[src/rtl/gre_pkg.sv]
// Shared types and constants for the gyro rate and heading estimator.
package gre_pkg;

    // Field widths
    localparam int RAW_W   = 16;
    localparam int SUM_W   = 26;
    localparam int RATE_W  = 32;
    localparam int TIME_W  = 32;
    localparam int CFG_W   = 31;
    localparam int DIV_W   = 16;
    localparam int WIDE_W  = 64;
    localparam int STEP_W  = 7;

    typedef logic [1:0]          cmd_t;
    typedef logic [1:0]          cfg_idx_t;
    typedef logic signed [RAW_W-1:0]  raw_t;
    typedef logic signed [RATE_W-1:0] rate_t;

    // Command codes
    localparam cmd_t CMD_SAMPLE = 2'd0;
    localparam cmd_t CMD_EVAL   = 2'd1;
    localparam cmd_t CMD_CLEAR  = 2'd2;
    localparam cmd_t CMD_BIAS   = 2'd3;

    // Register indexes
    localparam cfg_idx_t CFG_SCALE    = 2'd0;
    localparam cfg_idx_t CFG_SMOOTH   = 2'd1;
    localparam cfg_idx_t CFG_DEADBAND = 2'd2;
    localparam cfg_idx_t CFG_BCOUNT   = 2'd3;

    // Register reset values
    localparam logic [23:0] SCALE_RST    = 24'd20370;
    localparam logic [16:0] SMOOTH_RST   = 17'd65536;
    localparam logic [30:0] DEADBAND_RST = 31'd1144;
    localparam logic [9:0]  BCOUNT_RST   = 10'd400;

    // Unity smoothing weight in Q1.16 and milliseconds per second
    localparam logic [16:0]      SMOOTH_ONE = 17'h10000;
    localparam logic [DIV_W-1:0] MS_PER_S   = 16'd1000;

    // Serial step counts
    localparam logic [STEP_W-1:0] SUM_STEPS   = 7'd26;
    localparam logic [STEP_W-1:0] SCALE_STEPS = 7'd24;
    localparam logic [STEP_W-1:0] MIX_STEPS   = 7'd17;
    localparam logic [STEP_W-1:0] DT_STEPS    = 7'd32;
    localparam logic [STEP_W-1:0] HDIV_STEPS  = 7'd64;

endpackage

[src/rtl/gyro_rate_heading_estimator.sv]
// Gyro front end: sample sums, bias, scaled smoothed rates and heading.
//
//  channel | direction | handshake            | payload
//  --------+-----------+----------------------+-------------------------------------
//  cfg     | in        | cfg_we               | cfg_index, cfg_data
//  in      | in        | in_valid / in_stall  | command, raw_x, raw_y, raw_z, time_ms
//  out     | out       | out_valid / out_stall| rate_x, rate_y, rate_z, heading, status
//
//  Sample and clear go straight to the output register. Evaluate is worked by
//  one shared bit-serial divider (one quotient bit a cycle) and one shift-add
//  multiplier (one multiplier bit a cycle); bias uses the divider alone.
//  One word is in flight at a time.
//  Reset clears sums, biases, rates, heading and time; no clearing pass.
//  A stalled result sits in the output register while the next word is worked.
module gyro_rate_heading_estimator #(
    parameter int MAX_SAMPLES = 1023
) (
    input  logic                 clk,
    input  logic                 rst_n,
    // configuration
    input  logic                 cfg_we,
    input  gre_pkg::cfg_idx_t    cfg_index,
    input  logic [30:0]          cfg_data,
    // input words
    input  logic                 in_valid,
    output logic                 in_stall,
    input  gre_pkg::cmd_t        command,
    input  gre_pkg::raw_t        raw_x,
    input  gre_pkg::raw_t        raw_y,
    input  gre_pkg::raw_t        raw_z,
    input  logic [31:0]          time_ms,
    // result words
    output logic                 out_valid,
    input  logic                 out_stall,
    output gre_pkg::rate_t       rate_x,
    output gre_pkg::rate_t       rate_y,
    output gre_pkg::rate_t       rate_z,
    output gre_pkg::rate_t       heading,
    output logic                 status
);
    import gre_pkg::*;

    localparam int CNT_W = $clog2(MAX_SAMPLES + 1);

    // State codes
    localparam logic [3:0] S_IDLE  = 4'd0;
    localparam logic [3:0] S_BIAS  = 4'd1;
    localparam logic [3:0] S_MEAN  = 4'd2;
    localparam logic [3:0] S_SCALE = 4'd3;
    localparam logic [3:0] S_MIX1  = 4'd4;
    localparam logic [3:0] S_MIX2  = 4'd5;
    localparam logic [3:0] S_HCHK  = 4'd6;
    localparam logic [3:0] S_HMUL  = 4'd7;
    localparam logic [3:0] S_HDIV  = 4'd8;
    localparam logic [3:0] S_OUT   = 4'd9;

    // Configuration registers
    logic [23:0] scale_reg;
    logic [16:0] smooth_reg;
    logic [30:0] deadband_reg;
    logic [9:0]  bcount_reg;

    // Block state
    logic signed [SUM_W-1:0]  sum_reg  [3];
    logic [CNT_W-1:0]         cnt_reg;
    logic signed [RAW_W-1:0]  bias_reg [3];
    logic signed [RATE_W-1:0] rate_reg [3];
    logic signed [RATE_W-1:0] head_reg;
    logic [TIME_W-1:0]        last_reg;

    // Sequencer
    logic [3:0]        state_reg;
    logic [1:0]        ax_reg;
    logic [STEP_W-1:0] step_reg;
    logic              neg_reg;
    logic              status_reg;
    logic [TIME_W-1:0] time_reg;
    logic signed [RATE_W-1:0] nv_reg;

    // Serial divider and multiplier
    logic [WIDE_W-1:0]        dvd_reg;
    logic [DIV_W-1:0]         rem_reg;
    logic [DIV_W-1:0]         dsr_reg;
    logic signed [WIDE_W-1:0] acc_reg;
    logic signed [WIDE_W-1:0] mcand_reg;
    logic [31:0]              mplier_reg;

    // Output register
    logic                     out_valid_reg;
    logic signed [RATE_W-1:0] out_rate_reg [3];
    logic signed [RATE_W-1:0] out_head_reg;
    logic                     out_status_reg;

    // Divider step: shift one dividend bit into the remainder
    logic [DIV_W:0]   div_part;
    logic             div_ge;
    logic [DIV_W-1:0] rem_next;
    logic [WIDE_W-1:0] dvd_next;
    always_comb
    begin
        div_part = {rem_reg, dvd_reg[WIDE_W-1]};
        div_ge   = div_part >= {1'b0, dsr_reg};
        rem_next = div_ge ? DIV_W'(div_part - {1'b0, dsr_reg}) : div_part[DIV_W-1:0];
        dvd_next = {dvd_reg[WIDE_W-2:0], div_ge};
    end

    // Multiplier step: add shifted multiplicand on a set multiplier bit
    logic signed [WIDE_W-1:0] acc_next;
    assign acc_next = mplier_reg[0] ? acc_reg + mcand_reg : acc_reg;

    // Next axis operands
    logic [SUM_W-1:0]        nxt_sum_abs;
    logic                    nxt_sum_neg;
    // next axis (ax_reg + 1) for reloading the divider
    always_comb
    begin
        case (ax_reg)
            2'd0:    nxt_sum_neg = sum_reg[1][SUM_W-1];
            default: nxt_sum_neg = sum_reg[2][SUM_W-1];
        endcase
        case (ax_reg)
            2'd0:
                nxt_sum_abs = sum_reg[1][SUM_W-1] ? SUM_W'(-sum_reg[1])
                                                  : SUM_W'(sum_reg[1]);
            default:
                nxt_sum_abs = sum_reg[2][SUM_W-1] ? SUM_W'(-sum_reg[2])
                                                  : SUM_W'(sum_reg[2]);
        endcase
    end

    // Quotient with sign, mean minus bias (negated on z)
    logic [SUM_W-1:0]         quo;
    logic signed [SUM_W:0]    quo_s;
    logic signed [SUM_W+1:0]  adc;
    logic [SUM_W+1:0]         adc_abs;
    logic signed [RAW_W-1:0]  bias_sat;
    assign quo   = dvd_reg[SUM_W-1:0];
    assign quo_s = neg_reg ? -$signed({1'b0, quo}) : $signed({1'b0, quo});
    always_comb
    begin
        if (ax_reg == 2'd2)
            adc = (SUM_W+2)'(bias_reg[ax_reg]) - (SUM_W+2)'(quo_s);
        else
            adc = (SUM_W+2)'(quo_s) - (SUM_W+2)'(bias_reg[ax_reg]);
        adc_abs = adc[SUM_W+1] ? (SUM_W+2)'(-adc) : (SUM_W+2)'(adc);
        if (!neg_reg && quo > SUM_W'(32767))
            bias_sat = 16'sh7FFF;
        else if (neg_reg && quo > SUM_W'(32768))
            bias_sat = -16'sh8000;
        else
            bias_sat = RAW_W'(quo_s);
    end

    // Scaled rate: product / 256 toward zero, saturated to 32 bits
    logic [WIDE_W-9:0]        sh;
    logic signed [RATE_W-1:0] nv_next;
    assign sh = acc_reg[WIDE_W-1:8];
    always_comb
    begin
        if (!neg_reg && sh > (WIDE_W-8)'(32'h7FFFFFFF))
            nv_next = 32'sh7FFFFFFF;
        else if (neg_reg && sh > (WIDE_W-8)'(32'h80000000))
            nv_next = -32'sh80000000;
        else if (neg_reg)
            nv_next = RATE_W'(-$signed(sh));
        else
            nv_next = RATE_W'(sh);
    end

    // Smoothing weight and blended rate / 65536 toward zero
    logic [16:0]              f_w;
    logic [16:0]              f_inv;
    logic signed [WIDE_W-1:0] mix_rnd;
    logic signed [RATE_W-1:0] mix_rate;
    assign f_w      = (smooth_reg > SMOOTH_ONE) ? SMOOTH_ONE : smooth_reg;
    assign f_inv    = SMOOTH_ONE - f_w;
    assign mix_rnd  = acc_reg + (acc_reg[WIDE_W-1] ? 64'sd65535 : 64'sd0);
    assign mix_rate = mix_rnd[47:16];

    // Heading check on z rate
    logic [RATE_W-1:0] rz_abs;
    logic [RATE_W-1:0] hq;
    assign rz_abs = rate_reg[2][RATE_W-1] ? RATE_W'(-rate_reg[2]) : RATE_W'(rate_reg[2]);
    assign hq     = dvd_reg[RATE_W-1:0];

    logic [DIV_W-1:0] bdiv;
    assign bdiv = (bcount_reg == 10'd0) ? DIV_W'(1) : DIV_W'(bcount_reg);

    logic in_acc;
    assign in_acc   = in_valid && !in_stall;
    assign in_stall = state_reg != S_IDLE;

    // Result word moves into the output register
    logic out_load;
    assign out_load = (state_reg == S_OUT) && (!out_valid_reg || !out_stall);

    // Configuration writes
    always_ff @(posedge clk or negedge rst_n)
    begin
        if (!rst_n)
        begin
            scale_reg    <= SCALE_RST;
            smooth_reg   <= SMOOTH_RST;
            deadband_reg <= DEADBAND_RST;
            bcount_reg   <= BCOUNT_RST;
        end
        else if (cfg_we)
        begin
            case (cfg_index)
                CFG_SCALE:    scale_reg    <= cfg_data[23:0];
                CFG_SMOOTH:   smooth_reg   <= cfg_data[16:0];
                CFG_DEADBAND: deadband_reg <= cfg_data;
                CFG_BCOUNT:   bcount_reg   <= cfg_data[9:0];
                default:      scale_reg    <= scale_reg;
            endcase
        end
    end

    // Sequencer and block state
    always_ff @(posedge clk or negedge rst_n)
    begin
        if (!rst_n)
        begin
            state_reg  <= S_IDLE;
            ax_reg     <= 2'd0;
            status_reg <= 1'b0;
            cnt_reg    <= '0;
            head_reg   <= '0;
            last_reg   <= '0;
            for (int i = 0; i < 3; i++)
            begin
                sum_reg[i]  <= '0;
                bias_reg[i] <= '0;
                rate_reg[i] <= '0;
            end
            out_valid_reg <= 1'b0;
        end
        else
        begin
            if (out_load)
                out_valid_reg <= 1'b1;
            else if (out_valid_reg && !out_stall)
                out_valid_reg <= 1'b0;
            case (state_reg)
                S_IDLE:
                begin
                    if (in_acc)
                    begin
                        status_reg <= 1'b0;
                        ax_reg     <= 2'd0;
                        state_reg  <= S_OUT;
                        case (command)
                            CMD_SAMPLE:
                            begin
                                if (cnt_reg < CNT_W'(MAX_SAMPLES))
                                begin
                                    sum_reg[0] <= sum_reg[0] + SUM_W'(raw_x);
                                    sum_reg[1] <= sum_reg[1] + SUM_W'(raw_y);
                                    sum_reg[2] <= sum_reg[2] + SUM_W'(raw_z);
                                    cnt_reg    <= cnt_reg + 1'b1;
                                end
                            end
                            CMD_EVAL:
                            begin
                                if (cnt_reg == '0)
                                    status_reg <= 1'b1;
                                else
                                    state_reg <= S_MEAN;
                            end
                            CMD_CLEAR:
                            begin
                                for (int i = 0; i < 3; i++)
                                    sum_reg[i] <= '0;
                                cnt_reg <= '0;
                            end
                            default:
                                state_reg <= S_BIAS;
                        endcase
                    end
                end
                S_BIAS:
                begin
                    if (step_reg == '0)
                    begin
                        bias_reg[ax_reg] <= bias_sat;
                        if (ax_reg == 2'd2)
                        begin
                            for (int i = 0; i < 3; i++)
                                sum_reg[i] <= '0;
                            cnt_reg   <= '0;
                            state_reg <= S_OUT;
                        end
                        else
                            ax_reg <= ax_reg + 2'd1;
                    end
                end
                S_MEAN:
                    if (step_reg == '0)
                        state_reg <= S_SCALE;
                S_SCALE:
                    if (step_reg == '0)
                        state_reg <= S_MIX1;
                S_MIX1:
                    if (step_reg == '0)
                        state_reg <= S_MIX2;
                S_MIX2:
                begin
                    if (step_reg == '0)
                    begin
                        rate_reg[ax_reg] <= mix_rate;
                        if (ax_reg == 2'd2)
                        begin
                            for (int i = 0; i < 3; i++)
                                sum_reg[i] <= '0;
                            cnt_reg   <= '0;
                            state_reg <= S_HCHK;
                        end
                        else
                        begin
                            ax_reg    <= ax_reg + 2'd1;
                            state_reg <= S_MEAN;
                        end
                    end
                end
                S_HCHK:
                begin
                    if (rz_abs > RATE_W'(deadband_reg))
                        state_reg <= S_HMUL;
                    else
                    begin
                        last_reg  <= time_reg;
                        state_reg <= S_OUT;
                    end
                end
                S_HMUL:
                    if (step_reg == '0)
                        state_reg <= S_HDIV;
                S_HDIV:
                begin
                    if (step_reg == '0)
                    begin
                        head_reg  <= neg_reg ? head_reg - $signed(hq) : head_reg + $signed(hq);
                        last_reg  <= time_reg;
                        state_reg <= S_OUT;
                    end
                end
                S_OUT:
                begin
                    if (out_load)
                        state_reg <= S_IDLE;
                end
                default:
                    state_reg <= S_IDLE;
            endcase
        end
    end

    // Datapath registers: divider, multiplier, captured operands, result word
    always_ff @(posedge clk)
    begin
        case (state_reg)
            S_IDLE:
            begin
                time_reg <= time_ms;
                // first axis into the divider
                dvd_reg  <= {sum_reg[0][SUM_W-1] ? SUM_W'(-sum_reg[0]) : SUM_W'(sum_reg[0]),
                             (WIDE_W-SUM_W)'(0)};
                neg_reg  <= sum_reg[0][SUM_W-1];
                rem_reg  <= '0;
                dsr_reg  <= (command == CMD_BIAS) ? bdiv : DIV_W'(cnt_reg);
                step_reg <= SUM_STEPS;
            end
            S_BIAS, S_MEAN, S_HDIV:
            begin
                if (step_reg != '0)
                begin
                    dvd_reg  <= dvd_next;
                    rem_reg  <= rem_next;
                    step_reg <= step_reg - 1'b1;
                end
                else if (state_reg == S_BIAS)
                begin
                    dvd_reg  <= {nxt_sum_abs, (WIDE_W-SUM_W)'(0)};
                    neg_reg  <= nxt_sum_neg;
                    rem_reg  <= '0;
                    step_reg <= SUM_STEPS;
                end
                else if (state_reg == S_MEAN)
                begin
                    acc_reg    <= '0;
                    mcand_reg  <= $signed(WIDE_W'(adc_abs));
                    mplier_reg <= 32'(scale_reg);
                    neg_reg    <= adc[SUM_W+1];
                    step_reg   <= SCALE_STEPS;
                end
            end
            S_SCALE, S_MIX1, S_MIX2, S_HMUL:
            begin
                if (step_reg != '0)
                begin
                    acc_reg    <= acc_next;
                    mcand_reg  <= mcand_reg <<< 1;
                    mplier_reg <= mplier_reg >> 1;
                    step_reg   <= step_reg - 1'b1;
                end
                else if (state_reg == S_SCALE)
                begin
                    nv_reg     <= nv_next;
                    acc_reg    <= '0;
                    mcand_reg  <= WIDE_W'(rate_reg[ax_reg]);
                    mplier_reg <= 32'(f_inv);
                    step_reg   <= MIX_STEPS;
                end
                else if (state_reg == S_MIX1)
                begin
                    mcand_reg  <= WIDE_W'(nv_reg);
                    mplier_reg <= 32'(f_w);
                    step_reg   <= MIX_STEPS;
                end
                else if (state_reg == S_MIX2)
                begin
                    // next axis mean
                    dvd_reg  <= {nxt_sum_abs, (WIDE_W-SUM_W)'(0)};
                    neg_reg  <= nxt_sum_neg;
                    rem_reg  <= '0;
                    step_reg <= SUM_STEPS;
                end
                else
                begin
                    // product / 1000
                    dvd_reg  <= acc_reg;
                    rem_reg  <= '0;
                    dsr_reg  <= MS_PER_S;
                    step_reg <= HDIV_STEPS;
                end
            end
            S_HCHK:
            begin
                acc_reg    <= '0;
                mcand_reg  <= $signed(WIDE_W'(rz_abs));
                mplier_reg <= time_reg - last_reg;
                neg_reg    <= rate_reg[2][RATE_W-1];
                step_reg   <= DT_STEPS;
            end
            S_OUT:
            begin
                if (out_load)
                begin
                    for (int i = 0; i < 3; i++)
                        out_rate_reg[i] <= rate_reg[i];
                    out_head_reg   <= head_reg;
                    out_status_reg <= status_reg;
                end
            end
            default:
                step_reg <= '0;
        endcase
    end

    assign out_valid = out_valid_reg;
    assign rate_x    = out_rate_reg[0];
    assign rate_y    = out_rate_reg[1];
    assign rate_z    = out_rate_reg[2];
    assign heading   = out_head_reg;
    assign status    = out_status_reg;

    // Checks
    a_cnt_limit: assert property (@(posedge clk) disable iff (!rst_n)
        cnt_reg <= CNT_W'(MAX_SAMPLES))
        else $error("sample count above limit");

    a_axis_range: assert property (@(posedge clk) disable iff (!rst_n)
        ax_reg != 2'd3)
        else $error("axis index out of range");

    a_rem_below: assert property (@(posedge clk) disable iff (!rst_n)
        (state_reg == S_MEAN || state_reg == S_BIAS || state_reg == S_HDIV)
        |-> rem_reg < dsr_reg)
        else $error("divider remainder not below divisor");

    a_empty_eval: assert property (@(posedge clk) disable iff (!rst_n)
        (in_acc && command == CMD_EVAL && cnt_reg == '0)
        |=> (state_reg == S_OUT && status_reg))
        else $error("evaluate with no samples not flagged");

endmodule

[config.mk]
export PLATFORM = sky130hd
export DESIGN_NAME = gyro_rate_heading_estimator
export DESIGN_NICKNAME = d
export VERILOG_FILES = /design/src/rtl/gre_pkg.sv /design/src/rtl/gyro_rate_heading_estimator.sv
export SDC_FILE = /design/constraint.sdc
export NUM_CORES = 2
export LEC_CHECK = 0
export ABC_CLOCK_PERIOD_IN_PS = 11600
export BUFFER_PORTS_ARGS = -buffer_cell sky130_fd_sc_hd__buf_2
export CAP_MARGIN = 30
export CORE_AREA = 10 10 356 358
export CTS_CLUSTER_SIZE = 40
export DETAILED_ROUTE_END_ITERATION = 16
export DIE_AREA = 0 0 366 368
export PLACE_DENSITY = 0.65
export SYNTH_ARGS = -nofsm -noshare
export SYNTH_HDL_FRONTEND = slang
export SYNTH_SLANG_ARGS = --single-unit
[constraint.sdc]
create_clock -name clk -period 11.6 [get_ports clk]
set_clock_uncertainty 0.15 [all_clocks]
set_input_delay 0.58 -clock clk [delete_from_list [all_inputs] [get_ports clk]]
set_output_delay 0.58 -clock clk [all_outputs]
set_load 0.01 [all_outputs]
==> reports/results.md <==
| Metric | This run | Unit |
| --- | --- | --- |
| Worst Max-Slew Pin Slew | 1.086 | ns |
| Dominant cells by area after synthesis | edfxtp_1 25%, dfrtp_1 17%, ha_1 7.4% | - |
| Largest voltage drop on the vdd net | 0.0001886 | V |
| Detail Route Antenna Nets | 0 | - |
| Vias | 44.06k | - |
| Final worst path period share | 0.5966 | - |
| Number of global-route vias before repair | 42.04k | - |
| Distinct cell type count of the synthesized netlist | 91 | - |
| Synth-to-layout area growth | 11.97 | % |
| Peak Freq | 144.5 | MHz |
| Synth top area share | 0.2529 | - |
| Ys flop type | edfxtp_1 | - |
| Initial antenna violation count | 7 | - |
| Main combinational cell family by area after synthesis | compound AO/OA/AOI/OAI gates | - |
| Run status | finished clean | - |
| Initial Utilization | 0.4487 | - |
| Tmin final | 6.920 | ns |
| Site Rows | 127 | - |
| Synthesized area divided by synthesized cell count | 9.615 | sq um |
| DRC marker count from the first detailed-route iteration | 4059 | - |
| Unrepaired setup endpoints after global routing | false | - |
| Maximum number of pins on one net before global-route repair | 93 | - |
| Final hold violation count | 0 | - |
| Critical Path Fanout Max | 12 | - |
| Setup TNS Final | 0 | ns |
| Area share of xor/xnor cells in the synthesized design | 0.06671 | - |
| Final wirelength | 163600 | um |
| Number of placed cells counting well taps | 7196 | - |
| Count of flip-flops with a built-in enable after synthesis | 451 | - |
| Clock network latency to the later pin of the worst-skew pair | 0.70 | ns |
| Max_slew headroom | 0.2719 | - |
| First-pass iteration count of the detailed router | 9 | - |
| Net Count, Synth | 6013 | - |
| Fin cells | 7430 | - |
| Simple-Gate Fraction of Synth Area | 0.1411 | - |
| Clock transition time at the flip-flop clock pins of the worst setup and hold paths | 0.07 | ns |
| Core Footprint | 119300 | sq um |
| Max-cap violations | 0 | - |
| Clk buf depth | 3 | - |
| Die outline area | 134700 | sq um |
| Post-detailed-placement half-perimeter wirelength | 120700 | um |
| Total power density per cell area | 295.1 | nW/um^2 |
| Mux contribution to synthesized area | 0.04330 | - |
| Overflow left after global routing | 0 | - |
| Cell count after synthesis | 5569 | - |
| Class of the most critical setup path | reg2reg | - |
| CTS tree | done | - |
| Leakage | 25.05 | nW |
| Final Net Count | 6177 | - |
| Setup violators final | 0 | - |
| Number of port buffers | 250 | - |
| # resized after CTS | 0 | - |
| Highest-count cells in the layout ignoring fill and taps | 543 x nand2_1, 531 x o21ai_0, 451 x edfxtp_1, 367 x dfrtp_1, 354 x a21oi_1 | - |
| Total clock buffers created by CTS | 94 | - |
| Post-synth top area cell | edfxtp_1 | - |
| WP data required | 11.95 | ns |
| Adder and majority cell fraction of the synthesized area | 0.07716 | - |
| Kind of path behind the tightest hold check | in2reg | - |
| Die width | 366 | um |
| Root Buffer Master | clkbuf_16 | - |
| DR vias/cell | 5.929 | - |
| Final estimated routing congestion in global placement | 0.9727 | - |
| Synth warn | 0 | - |
| Residual DRC | 0 | - |
| Global-route wire length before repair | 251500 | um |
| Final routed wire length divided by cell count | 22.02 | um |
| Ratio of cells with drive above 1 in the final layout | 0.1183 | - |
| Data arrival time of the worst path | 7.27 | ns |
| Complex-gate fraction of the synthesized area | 0.2012 | - |
| Die Y | 368 | um |
| Asr flop ratio synth | 0.4612 | - |
| H-tree depth | 3 | - |
| Sequential-to-total area share from yosys stat | 0.4337 | - |
| Most common cell after layout, fill and taps aside | nand2_1 | - |
| Type of element capturing the critical path | flop | - |
| Cell area after technology mapping | 53550 | sq um |
| Number of pins exceeding their max-slew limit in the final report | 0 | - |
| I/O pin count | 251 | - |
| Number of sinks handled by clock tree synthesis | 837 | - |
| Type of origin of the critical path | flop | - |
| Flip-flop and latch count after synthesis | 837 | - |
| Aggregate global-route resource usage | 0.2333 | - |
==> cell type report <==
cell class	count	area, sq um
fillers	10964	59380
multi-input cells	4213	28500
flip-flops and latches	837	23230
clock buffers	134	2659
repair buffers	372	2389
well taps	1612	2017
inverters	215	807.0
clock inverters	43	352.8
diodes	4	10.01
==> through the flow <==
stage | hold slack, ns | power (W) | instance area, sq um | util | setup slack [ns]
6_report | 0.03434 | 0.01769 | 59960 | 0.5024 | 4.680
4_1_cts | 0.004893 | 0.01766 | 59870 | 0.5017 | 4.783
2_1_floorplan | 0.1344 | 0.01208 | 53550 | - | 1.622
5_1_grt | 0.02694 | 0.01896 | 59950 | 0.5024 | 4.354
3_5_place_dp | 0.2941 | 0.01465 | 56370 | 0.4724 | 4.807
3_3_place_gp | 0.2801 | 0.01450 | 56290 | 0.4717 | 4.909
==> logic make-up after synthesis <==
kind of cell             after synthesis
AO/OA/AOI/OAI                       1685
AND/OR/NAND/NOR                     1582
flip-flops                           837
buffers and inverters                519
XOR/XNOR                             407
adder cells (fa/ha/maj)              325
multiplexers                         214
==> cell usage after synthesis, types with 46 or more instances <==
cell type    n
mux2_2     141
and3_1      48
nor3_1     117
xor2_1     152
edfxtp_1   451
clkbuf_1   265
xnor2_1    254
a31oi_1     52
nand2b_1    70
nand4_1     58
o31ai_1     64
nor2_1     359
o21ai_0    532
nand2_1    548
inv_1      214
a21oi_1    356
mux2i_1     73
nand3_1    105
a21o_1     172
nor2b_1     52
a22o_1      46
dfrtp_1    369
or3_1       69
ha_1       315
==> worst max-delay path, cell delays in order (launching register included) <==
cell and delay (ns):
edfxtp_1 0.55, or4_1 0.66, nor4_2 0.72, o21ai_0 0.31, ha_1 0.43, and2_1 0.23, a221o_1 0.38, or4_1 0.51
nor2_1 0.15, o31ai_1 0.18, a2111oi_0 0.64, nand2_1 0.19, a41o_1 0.26, a41oi_1 0.56, buf_4 0.32, o21ai_0 0.13
xor2_1 0.15, o21ai_0 0.21
==> worst paths after layout <==
path | depth (start not counted) | slack (ns) | endpoint | from
setup / recovery | 17 | 4.68 | mcand_reg[5] | dvd_reg[6]
hold / removal | 2 | 0.03 | deadband_reg[16] | cfg_data[16]
setup reg to reg | 17 | 4.68 | mcand_reg[5] | dvd_reg[6]
hold reg to reg | 0 | 0.30 | status | status_reg
max in group asynchronous | 4 | 8.77 | head_reg[17] | rst_n
min in group asynchronous | 2 | 0.33 | last_reg[29] | rst_n
==> per-layer routing <==
layer	GRT usage	share of wire	vias up
met5	0	0.00018	-
met1	0.3059	0.43	21385
met2	0.3858	0.47	1505
li1	-	-	20854
met3	0.04322	0.069	305
met4	0.07898	0.037	6
==> report_power, final <==
part	internal (W)	switching (W)
sequential	0.00430	0.000690
combinational	0.00377	0.00599
clock	0.00167	0.00127
==> repair_timing <==
action	in CTS	in global routing
hold endpoints to repair	130	0
endpoints found under the setup margin	0	0
buffers inserted	0	0
hold buffers	49	0
Power figures use the tool's default switching activity.
